File: config.mk
export PLATFORM = sky130hd
export DESIGN_NAME = adc_channel_scan_sequencer
export DESIGN_NICKNAME = d
export VERILOG_FILES = /design/src/rtl/acss_pkg.sv /design/src/rtl/acss_ctrl.sv /design/src/rtl/acss_dp.sv /design/src/rtl/adc_channel_scan_sequencer.sv
export SDC_FILE = /design/constraint.sdc
export NUM_CORES = 2
export LEC_CHECK = 0
export BUFFER_PORTS_ARGS = -buffer_cell sky130_fd_sc_hd__buf_2
export CORE_MARGIN = 2
export CORE_UTILIZATION = 46
export CTS_CLUSTER_SIZE = 28
export DETAILED_ROUTE_END_ITERATION = 8
export PLACE_DENSITY = 0.62
export REMOVE_ABC_BUFFERS = 1
export SLEW_MARGIN = 5
export SYNTH_ARGS = -nofsm -noshare
export SYNTH_HDL_FRONTEND = slang
export SYNTH_SLANG_ARGS = --single-unit
File: constraint.sdc
create_clock -name clk -period 7.8 [get_ports clk]
set_clock_uncertainty 0.1 [all_clocks]
set_input_delay 1.17 -clock clk [delete_from_list [all_inputs] [get_ports clk]]
set_output_delay 1.17 -clock clk [all_outputs]
set_load 0.05 [all_outputs]
File: src/rtl/acss_pkg.sv
package acss_pkg;

  localparam int NUM_CHANNELS = 8;
  localparam int CH_W         = 3;
  localparam int TIME_W       = 48;
  localparam int CODE_W       = 24;
  localparam int CNT_W        = 32;
  localparam int PER_W        = 16;

  localparam logic [3:0] NONE_CH = 4'd8;

  localparam logic [7:0] CMD_WREG_MUX  = 8'h51;
  localparam logic [7:0] CMD_WREG_CNT  = 8'h00;
  localparam logic [3:0] MUX_NEG_AINCOM = 4'h8;
  localparam logic [7:0] CMD_SYNC      = 8'hFC;
  localparam logic [7:0] CMD_WAKEUP    = 8'h00;
  localparam logic [7:0] CMD_RDATA     = 8'h01;

  localparam logic [1:0] DLY_NONE = 2'd0;
  localparam logic [1:0] DLY_T11  = 2'd1;
  localparam logic [1:0] DLY_T6   = 2'd2;

  localparam logic [1:0] XFER_NONE  = 2'd0;
  localparam logic [1:0] XFER_ONE   = 2'd1;
  localparam logic [1:0] XFER_THREE = 2'd3;

  localparam logic [0:0] REG_READY_TIMEOUT = 1'b0;

  typedef enum logic [1:0] {
    MODE_TICK = 2'd0,
    MODE_SPI  = 2'd1,
    MODE_DRDY = 2'd2,
    MODE_CFG  = 2'd3
  } mode_t;

  typedef enum logic [2:0] {
    PH_IDLE   = 3'd0,
    PH_SETUP  = 3'd1,
    PH_CONV   = 3'd2,
    PH_RDSENT = 3'd3,
    PH_READ   = 3'd4
  } phase_t;

  typedef enum logic [3:0] {
    OP_NONE,
    OP_LOAD,
    OP_SCAN,
    OP_START,
    OP_SPI,
    OP_SAMPLE,
    OP_DRDY,
    OP_CFG,
    OP_TMO,
    OP_FIN_ADD,
    OP_FIN_CMP,
    OP_FIN_WR,
    OP_EMIT
  } op_t;

  typedef struct packed {
    mode_t              mode;
    logic [TIME_W-1:0]  now_ms;
    logic [CODE_W-1:0]  rx_bytes;
    logic [CH_W-1:0]    cfg_channel;
    logic               cfg_enable;
    logic [PER_W-1:0]   cfg_period;
  } acss_in_t;

  typedef struct packed {
    logic                      cs_low;
    logic [1:0]                xfer_len;
    logic [CODE_W-1:0]         xfer_bytes;
    logic [1:0]                delay_code;
    logic                      sample_valid;
    logic                      timeout_flag;
    logic [CH_W-1:0]           event_channel;
    logic [TIME_W-1:0]         sample_time;
    logic signed [CODE_W-1:0]  sample_code;
    logic [CNT_W-1:0]          timeout_count;
    logic [2:0]                phase;
    logic [3:0]                active_channel;
  } acss_out_t;

  typedef struct packed {
    op_t op;
  } acss_cmd_t;

  typedef struct packed {
    mode_t  mode;
    phase_t phase;
    logic   tmo_hit;
    logic   scan_last;
    logic   out_busy;
  } acss_stat_t;

endpackage

File: src/rtl/acss_ctrl.sv
module acss_ctrl
  import acss_pkg::*;
(
  input  logic       clk,
  input  logic       rst_n,
  input  logic       in_valid,
  output logic       in_ready,
  input  acss_stat_t stat,
  output acss_cmd_t  cmd
);

  typedef enum logic [2:0] {
    S_IDLE,
    S_DECODE,
    S_SCAN,
    S_PICK,
    S_FIN_ADD,
    S_FIN_CMP,
    S_FIN_WR,
    S_EMIT
  } state_t;

  state_t state_r;
  state_t state_nxt;

  always_comb begin
    state_nxt = state_r;
    cmd.op    = OP_NONE;
    unique case (state_r)
      S_IDLE: begin
        if (in_valid) begin
          cmd.op    = OP_LOAD;
          state_nxt = S_DECODE;
        end
      end
      S_DECODE: begin
        unique case (stat.mode)
          MODE_TICK: begin
            if (stat.phase == PH_IDLE) begin
              state_nxt = S_SCAN;
            end else if (stat.tmo_hit) begin
              cmd.op    = OP_TMO;
              state_nxt = S_FIN_ADD;
            end else begin
              state_nxt = S_EMIT;
            end
          end
          MODE_SPI: begin
            if (stat.phase == PH_READ) begin
              cmd.op    = OP_SAMPLE;
              state_nxt = S_FIN_ADD;
            end else begin
              cmd.op    = OP_SPI;
              state_nxt = S_EMIT;
            end
          end
          MODE_DRDY: begin
            cmd.op    = OP_DRDY;
            state_nxt = S_EMIT;
          end
          MODE_CFG: begin
            cmd.op    = OP_CFG;
            state_nxt = S_EMIT;
          end
        endcase
      end
      S_SCAN: begin
        cmd.op = OP_SCAN;
        if (stat.scan_last) begin
          state_nxt = S_PICK;
        end
      end
      S_PICK: begin
        cmd.op    = OP_START;
        state_nxt = S_EMIT;
      end
      S_FIN_ADD: begin
        cmd.op    = OP_FIN_ADD;
        state_nxt = S_FIN_CMP;
      end
      S_FIN_CMP: begin
        cmd.op    = OP_FIN_CMP;
        state_nxt = S_FIN_WR;
      end
      S_FIN_WR: begin
        cmd.op    = OP_FIN_WR;
        state_nxt = S_EMIT;
      end
      S_EMIT: begin
        if (!stat.out_busy) begin
          cmd.op    = OP_EMIT;
          state_nxt = S_IDLE;
        end
      end
    endcase
  end

  always_ff @(posedge clk) begin
    if (!rst_n) begin
      state_r <= S_IDLE;
    end else begin
      state_r <= state_nxt;
    end
  end

  assign in_ready = (state_r == S_IDLE);

endmodule

File: src/rtl/acss_dp.sv
module acss_dp
  import acss_pkg::*;
(
  input  logic             clk,
  input  logic             rst_n,
  input  acss_in_t         in_data,
  input  logic [CNT_W-1:0] ready_timeout_ms,
  input  acss_cmd_t        cmd,
  output acss_stat_t       stat,
  output acss_out_t        out_data,
  output logic             out_valid,
  input  logic             out_ready
);

  acss_in_t          in_r, in_nxt;
  phase_t            phase_r, phase_nxt;
  logic [3:0]        cur_r, cur_nxt;
  logic [1:0]        step_r, step_nxt;
  logic [TIME_W-1:0] stamp_r, stamp_nxt;
  logic [CH_W-1:0]   sel_r, sel_nxt;
  logic [CH_W-1:0]   best_r, best_nxt;
  logic [TIME_W-1:0] best_due_r, best_due_nxt;
  logic              best_vld_r, best_vld_nxt;
  logic [TIME_W-1:0] nd_r, nd_nxt;
  acss_out_t         res_r, res_nxt;
  acss_out_t         out_r, out_nxt;
  logic              out_valid_r, out_valid_nxt;

  logic              en_r   [NUM_CHANNELS];
  logic              en_nxt [NUM_CHANNELS];
  logic [PER_W-1:0]  per_r  [NUM_CHANNELS];
  logic [PER_W-1:0]  per_nxt[NUM_CHANNELS];
  logic [TIME_W-1:0] due_r  [NUM_CHANNELS];
  logic [TIME_W-1:0] due_nxt[NUM_CHANNELS];
  logic [CNT_W-1:0]  tmo_r  [NUM_CHANNELS];
  logic [CNT_W-1:0]  tmo_nxt[NUM_CHANNELS];

  logic              sel_ok;
  logic              ent_en;
  logic [PER_W-1:0]  ent_per;
  logic [TIME_W-1:0] ent_due;
  logic [CNT_W-1:0]  ent_tmo;
  logic [TIME_W-1:0] age;
  logic              want_en;
  logic              cfg_change;
  logic              cur_ok;

  function automatic logic [27:0] setup_xfer(input logic [1:0] step, input logic [CH_W-1:0] ch);
    logic [27:0] x;
    if (step == 2'd0) begin
      x = {XFER_THREE, CMD_WREG_MUX, CMD_WREG_CNT, 1'b0, ch, MUX_NEG_AINCOM, DLY_NONE};
    end else if (step == 2'd1) begin
      x = {XFER_ONE, CMD_SYNC, 16'h0000, DLY_NONE};
    end else begin
      x = {XFER_ONE, CMD_WAKEUP, 16'h0000, DLY_T11};
    end
    return x;
  endfunction

  // All channel table reads go through the single select register.
  assign sel_ok  = ({1'b0, sel_r} < 4'(NUM_CHANNELS));
  assign ent_en  = sel_ok ? en_r[sel_r] : 1'b0;
  assign ent_per = sel_ok ? per_r[sel_r] : '0;
  assign ent_due = sel_ok ? due_r[sel_r] : '0;
  assign ent_tmo = sel_ok ? tmo_r[sel_r] : '0;

  assign age        = in_r.now_ms - stamp_r;
  assign want_en    = in_r.cfg_enable && (in_r.cfg_period != '0);
  assign cfg_change = (ent_en != want_en) || (ent_per != in_r.cfg_period);
  assign cur_ok     = (cur_r != NONE_CH);

  always_comb begin
    in_nxt        = in_r;
    phase_nxt     = phase_r;
    cur_nxt       = cur_r;
    step_nxt      = step_r;
    stamp_nxt     = stamp_r;
    sel_nxt       = sel_r;
    best_nxt      = best_r;
    best_due_nxt  = best_due_r;
    best_vld_nxt  = best_vld_r;
    nd_nxt        = nd_r;
    res_nxt       = res_r;
    out_nxt       = out_r;
    out_valid_nxt = out_valid_r;
    en_nxt        = en_r;
    per_nxt       = per_r;
    due_nxt       = due_r;
    tmo_nxt       = tmo_r;

    if (out_valid_r && out_ready) begin
      out_valid_nxt = 1'b0;
    end

    unique case (cmd.op)
      OP_NONE: begin
      end
      OP_LOAD: begin
        in_nxt       = in_data;
        res_nxt      = '0;
        best_vld_nxt = 1'b0;
        if (in_data.mode == MODE_CFG) begin
          sel_nxt = in_data.cfg_channel;
        end else if (phase_r == PH_IDLE) begin
          sel_nxt = '0;
        end else begin
          sel_nxt = cur_r[CH_W-1:0];
        end
      end
      OP_SCAN: begin
        if (ent_en && (in_r.now_ms >= ent_due) && (!best_vld_r || (ent_due < best_due_r))) begin
          best_nxt     = sel_r;
          best_due_nxt = ent_due;
          best_vld_nxt = 1'b1;
        end
        sel_nxt = CH_W'(sel_r + 1'b1);
      end
      OP_START: begin
        if (best_vld_r) begin
          phase_nxt = PH_SETUP;
          cur_nxt   = {1'b0, best_r};
          step_nxt  = 2'd0;
          stamp_nxt = in_r.now_ms;
          {res_nxt.xfer_len, res_nxt.xfer_bytes, res_nxt.delay_code} = setup_xfer(2'd0, best_r);
        end
      end
      OP_SPI: begin
        if (phase_r == PH_SETUP) begin
          if (step_r < 2'd2) begin
            step_nxt = 2'(step_r + 1'b1);
            {res_nxt.xfer_len, res_nxt.xfer_bytes, res_nxt.delay_code} =
              setup_xfer(2'(step_r + 1'b1), cur_r[CH_W-1:0]);
          end else begin
            phase_nxt = PH_CONV;
            stamp_nxt = in_r.now_ms;
          end
        end else if (phase_r == PH_RDSENT) begin
          phase_nxt          = PH_READ;
          res_nxt.xfer_len   = XFER_THREE;
          res_nxt.xfer_bytes = '0;
          res_nxt.delay_code = DLY_T6;
        end
      end
      OP_SAMPLE: begin
        if (cur_ok) begin
          res_nxt.sample_valid  = 1'b1;
          res_nxt.event_channel = cur_r[CH_W-1:0];
          res_nxt.sample_time   = stamp_r;
          res_nxt.sample_code   = $signed(in_r.rx_bytes);
          res_nxt.timeout_count = ent_tmo;
        end
      end
      OP_DRDY: begin
        if (phase_r == PH_CONV) begin
          phase_nxt          = PH_RDSENT;
          stamp_nxt          = in_r.now_ms;
          res_nxt.xfer_len   = XFER_ONE;
          res_nxt.xfer_bytes = {CMD_RDATA, 16'h0000};
          res_nxt.delay_code = DLY_NONE;
        end
      end
      OP_CFG: begin
        if (sel_ok && cfg_change) begin
          en_nxt[sel_r]  = want_en;
          per_nxt[sel_r] = in_r.cfg_period;
          due_nxt[sel_r] = in_r.now_ms + TIME_W'(in_r.cfg_period);
        end
      end
      OP_TMO: begin
        if (cur_ok) begin
          tmo_nxt[sel_r]        = CNT_W'(ent_tmo + 1'b1);
          res_nxt.timeout_flag  = 1'b1;
          res_nxt.event_channel = cur_r[CH_W-1:0];
          res_nxt.timeout_count = CNT_W'(ent_tmo + 1'b1);
        end
      end
      OP_FIN_ADD: begin
        nd_nxt = ent_due + TIME_W'(ent_per);
      end
      OP_FIN_CMP: begin
        if (nd_r <= in_r.now_ms) begin
          nd_nxt = in_r.now_ms + TIME_W'(ent_per);
        end
      end
      OP_FIN_WR: begin
        if (cur_ok) begin
          due_nxt[sel_r] = nd_r;
        end
        phase_nxt = PH_IDLE;
        cur_nxt   = NONE_CH;
        step_nxt  = 2'd0;
      end
      OP_EMIT: begin
        out_nxt                = res_r;
        out_nxt.cs_low         = (phase_r != PH_IDLE);
        out_nxt.phase          = phase_r;
        out_nxt.active_channel = cur_r;
        out_valid_nxt          = 1'b1;
      end
      default: begin
      end
    endcase
  end

  always_ff @(posedge clk) begin
    if (!rst_n) begin
      phase_r     <= PH_IDLE;
      cur_r       <= NONE_CH;
      step_r      <= 2'd0;
      stamp_r     <= '0;
      sel_r       <= '0;
      best_vld_r  <= 1'b0;
      out_valid_r <= 1'b0;
      for (int i = 0; i < NUM_CHANNELS; i++) begin
        en_r[i]  <= 1'b0;
        per_r[i] <= '0;
        due_r[i] <= '0;
        tmo_r[i] <= '0;
      end
    end else begin
      phase_r     <= phase_nxt;
      cur_r       <= cur_nxt;
      step_r      <= step_nxt;
      stamp_r     <= stamp_nxt;
      sel_r       <= sel_nxt;
      best_vld_r  <= best_vld_nxt;
      out_valid_r <= out_valid_nxt;
      en_r        <= en_nxt;
      per_r       <= per_nxt;
      due_r       <= due_nxt;
      tmo_r       <= tmo_nxt;
    end
  end

  always_ff @(posedge clk) begin
    in_r       <= in_nxt;
    best_r     <= best_nxt;
    best_due_r <= best_due_nxt;
    nd_r       <= nd_nxt;
    res_r      <= res_nxt;
    out_r      <= out_nxt;
  end

  assign stat.mode      = in_r.mode;
  assign stat.phase     = phase_r;
  assign stat.tmo_hit   = (ready_timeout_ms != '0) && (in_r.now_ms >= stamp_r) &&
                          (age > TIME_W'(ready_timeout_ms));
  assign stat.scan_last = (sel_r == CH_W'(NUM_CHANNELS - 1));
  assign stat.out_busy  = out_valid_r && !out_ready;

  assign out_data  = out_r;
  assign out_valid = out_valid_r;

  a_idle_none: assert property (@(posedge clk) disable iff (!rst_n)
    (phase_r == PH_IDLE) == (cur_r == NONE_CH))
    else $error("phase and active channel disagree");

  a_emit_room: assert property (@(posedge clk) disable iff (!rst_n)
    (cmd.op == OP_EMIT) |-> (!out_valid_r || out_ready))
    else $error("result written over a beat that was not taken");

  a_flags_excl: assert property (@(posedge clk) disable iff (!rst_n)
    out_valid_r |-> !(out_r.sample_valid && out_r.timeout_flag))
    else $error("sample and timeout reported in one beat");

  a_cs_phase: assert property (@(posedge clk) disable iff (!rst_n)
    out_valid_r |-> (out_r.cs_low == (out_r.phase != 3'(PH_IDLE))))
    else $error("chip select does not follow phase");

endmodule

File: src/rtl/adc_channel_scan_sequencer.sv
// Scan sequencer for a multi-channel delta-sigma converter.
// The input channel (in_valid, in_ready, in_data) carries one event per beat:
// a tick, an SPI completion, a data-ready or a channel configure, each with
// a millisecond timestamp. Every accepted beat produces exactly one result
// beat on the output channel (out_valid, out_ready, out_data) that gives the
// SPI transfer to start, any finished sample or timeout, and the new phase.
// A tick while idle scans the channel table one entry per cycle and then
// starts the enabled, due channel with the earliest due time (the lower
// channel on a tie); a timeout or a finished sample goes through the FIN_ADD,
// FIN_CMP and FIN_WR steps, which set the channel's next due time.
// One event is handled at a time; the next beat is accepted in the cycle after
// the previous result reaches the output register.
// The APB port holds the data-ready timeout in milliseconds at address 0.
// Reset is synchronous and clears all channels to disabled with zero
// period, due time and timeout count, and returns the sequencer to idle.
// When the receiver stalls, the result is held and one more event may be
// taken and processed; its result then waits until the output frees.
module adc_channel_scan_sequencer
  import acss_pkg::*;
(
  input  logic        clk,
  input  logic        rst_n,
  input  logic        in_valid,
  output logic        in_ready,
  input  acss_in_t    in_data,
  output logic        out_valid,
  input  logic        out_ready,
  output acss_out_t   out_data,
  input  logic        cfg_psel,
  input  logic        cfg_penable,
  input  logic        cfg_pwrite,
  input  logic [2:0]  cfg_paddr,
  input  logic [31:0] cfg_pwdata,
  output logic [31:0] cfg_prdata,
  output logic        cfg_pready
);

  logic [CNT_W-1:0] timeout_r;
  logic [CNT_W-1:0] timeout_nxt;
  acss_cmd_t        cmd;
  acss_stat_t       stat;

  assign cfg_pready = 1'b1;

  always_comb begin
    timeout_nxt = timeout_r;
    if (cfg_psel && cfg_penable && cfg_pwrite && (cfg_paddr[2] == REG_READY_TIMEOUT)) begin
      timeout_nxt = cfg_pwdata;
    end
  end

  always_ff @(posedge clk) begin
    if (!rst_n) begin
      timeout_r <= '0;
    end else begin
      timeout_r <= timeout_nxt;
    end
  end

  assign cfg_prdata = (cfg_paddr[2] == REG_READY_TIMEOUT) ? timeout_r : '0;

  acss_ctrl u_ctrl (
    .clk      (clk),
    .rst_n    (rst_n),
    .in_valid (in_valid),
    .in_ready (in_ready),
    .stat     (stat),
    .cmd      (cmd)
  );

  acss_dp u_dp (
    .clk              (clk),
    .rst_n            (rst_n),
    .in_data          (in_data),
    .ready_timeout_ms (timeout_r),
    .cmd              (cmd),
    .stat             (stat),
    .out_data         (out_data),
    .out_valid        (out_valid),
    .out_ready        (out_ready)
  );

endmodule
==> impl_metrics.toml <==
[run_status]
status = "finished, final reports clean"

[power]
clockPowerShare = 0.356
leakage_nw = 26.3
combPwrFrac = 0.222
seq_power_share = 0.422
peakVddDrop_mv = 0.211
power.internal_w = 0.0129
p_switching_w = 0.00611
powerDensity_mw_per_mm2 = 270
switching_share = 0.322

[worst_setup_path]
critPathRequiredTime_ps = 8410
startpoint_type = "register"
cp-end-kind = "register"
max_stage_delay_ps = 650
worst-setup-path-type = "register to register"
slowest_stage = "edfxtp_1"
crit_arrival_ps = 7730
crit_fanout = 32

[cts]
cts_root_buf = "clkbuf_16"
post_cts_resized = 0
post_cts_buffers = 0
clkSlewWorstSetupHoldPaths_ps = 60
cts_hold_buf = 0
cts_tree = "built"
h-tree-depth = 4
clkSinkCount = 1311
clkLatencyLatePin_ps = 800
ctsLongestPathBuffers = 3
cts_buffers = 141

[synthesis]
synth-edff-count = 438
synth_flop_cell = "dfxtp_1"
syn_area_mm2 = 0.0625
synth-simple-area-share = 0.149
synth_top_family_by_area = "simple AND/OR/NAND/NOR gates"
yosysSeqAreaShare = 0.490
avgSynthCellArea_um2 = 9.81
synthAdderAreaFrac = 0.0532
synth.distinct_cells = 91
netlist_instances = 6371
synth_area_leaders = "dfxtp_1, edfxtp_1, mux2i_1, ha_1, nand2_1"
synth_mux_area_frac = 0.101
synth_compound_area_frac = 0.136
yosysWarnings = 0
yosys_register_bits = 1311
async_reset_ff_frac = 0
synth_xor_area_frac = 0.0230
yosysTopAreaCellShare = 0.280
synth_top_area_cell = "dfxtp_1"

[flow_run]
cap_violations = 0

[finish]
final_common_cell = "dfxtp_1"
drive_gt1_frac = 0.126
design_area_mm2 = 0.0704
final_nets = 6937
area_growth_pct = 12.6
final_cell_mix = "dfxtp_1, nand2_1, nor2_1"
finalNonFillerCells = 8437
finish.utilization = 0.521

[global_routing]
track_usage = 0.276
grt_pass1_wl_um = 291000
antenna_found_initial = 9
grt_pass1_vias = 46600
grt_overflow = 0
grt_max_degree = 160

[placed_design]
place_ws_ps = 805
port_buffers = 299
placed_area_mm2 = 0.0657
placedCellCount = 8175
dpl.hpwl_um = 134000
globalplace.congestion = 0.964

[route]
detail_route.iter0.violations = 5212
wl_um = 196000
antenna_left = 0
wire_per_inst_um = 23.3
vias_per_cell = 5.88
drc = 0
num_vias = 49600
drtPass1Iterations = 7

[floorplanning]
rows = 135
die_h_um = 373
dieArea_mm2 = 0.139
initial_utilization = 0.462
core_mm2 = 0.135
die_w_um = 373
io_pins = 316

[sta]
max_slew_margin = 0.124
finalHoldViolations = 0
setup_viol = 0
period_minus_slack_ps = 7120
max_freq_mhz = 140
worstMarginPinSlew_ps = 1300
timing.final.ws_setup_ps = 678
slew_viol_final = 0
period_share = 0.913
rsz0062_at_grt = "no"
timing.setup.tns_ps = 0

[min_path]
min_path_type = "register to register"
-- cells in the mapped netlist, types with 31 or more instances --
cell,count
a21o_1,59
buf_4,42
nor2_1,560
o21ai_0,361
o21a_1,31
nor2b_1,50
and2_1,45
mux4_2,48
nor4_1,39
a211oi_1,124
a22oi_1,104
xor2_1,53
edfxtp_1,438
nor3_1,53
nand2_1,745
nand3_1,280
clkbuf_1,269
nand2b_1,37
buf_2,58
dfxtp_1,873
ha_1,261
buf_1,40
a221oi_1,54
a21oi_1,361
mux2_2,38
inv_1,251
mux2i_1,481
xnor2_1,111
nand4_1,69
-- layout make-up --
cell class	count	area [µm²]
inverter	253	960
tap	1781	2230
sequential	1311	30600
timing repair buffer	443	2710
fill	12300	64800
multi-input combinational	4387	29100
antenna	3	7.51
clock buffer	207	4110
clock inverter	52	559
-- kinds of logic after synthesis --
| logic type | count (synthesis) |
|---|---|
| AOI/OAI and AO/OA | 1346 |
| xor gates and xnor gates | 164 |
| adders and majority gates | 264 |
| buffers and inverters | 685 |
| DFF | 1311 |
| muxes | 567 |
| other | 2 |
| and+or+nand+nor | 2032 |
-- per-stage QoR --
stage                     hold WS, ps  power, W
after floorplan                   300    0.0107
after global placement            300    0.0122
after detailed placement          305    0.0123
after CTS                         314    0.0190
after global routing              322    0.0198
final                             314    0.0190
-- registers in the layout (all words and copies together), names as in the netlist --
signal,cells
u_dp.best_due_r,48
timeout_r,32
u_dp.stat,2
u_dp.per_r,128
u_ctrl.state_r,3
u_dp.due_r,384
u_dp.tmo_r,256
u_dp.step_r,2
u_dp.en_r,8
u_dp.phase_r,3
u_dp.out_data,128
u_dp.out_valid,1
u_dp.stamp_r,48
u_dp.nd_r,48
u_dp.best_vld_r,1
u_dp.in_r,89
u_dp.best_r,3
u_dp.cur_r,4
u_dp.sel_r,3
u_dp.res_r,120
-- power by group through the flow --
stage	clock, W	sequential (W)	combinational [W]
after floorplan	0	0.00811	0.00256
after global placement	0	0.00815	0.00408
after detailed placement	0	0.00816	0.00413
after CTS	0.00687	0.00802	0.00415
after global routing	0.00714	0.00805	0.00458
final	0.00676	0.00802	0.00422
-- worst max-delay path, delay by kind of cell (launching register included) --
| family | cells | cell delay, ps |
|---|---|---|
| compound gates | 7 | 1850 |
| xor+xnor | 1 | 120 |
| fa+ha+maj | 2 | 800 |
| buf+inv | 4 | 1060 |
| flops | 1 | 650 |
| mux | 1 | 230 |
| simple gates | 10 | 2180 |
-- final timing paths --
| kind | slack, ps | endpoint | start | cells past startpoint |
|---|---|---|---|---|
| min reg2reg | 310 | u_dp.out_data[60] | u_dp.res_r[60] | 0 |
| min | 310 | u_dp.out_data[60] | u_dp.res_r[60] | 0 |
| max reg2reg | 680 | u_dp.tmo_r[238] | u_dp.in_r[45] | 25 |
| max | 680 | u_dp.tmo_r[238] | u_dp.in_r[45] | 25 |
-- metal layers --
| layer | wire length, µm | vias up | global-route usage |
|---|---|---|---|
| met5 | 0 | - | 0 |
| met3 | 15300 | 325 | 0.0435 |
| met4 | 5650 | 0 | 0.0843 |
| met2 | 88500 | 2022 | 0.436 |
| met1 | 87000 | 24100 | 0.388 |
| li1 | - | 23100 | - |
Note: power is estimated with default switching activity, not from simulation.
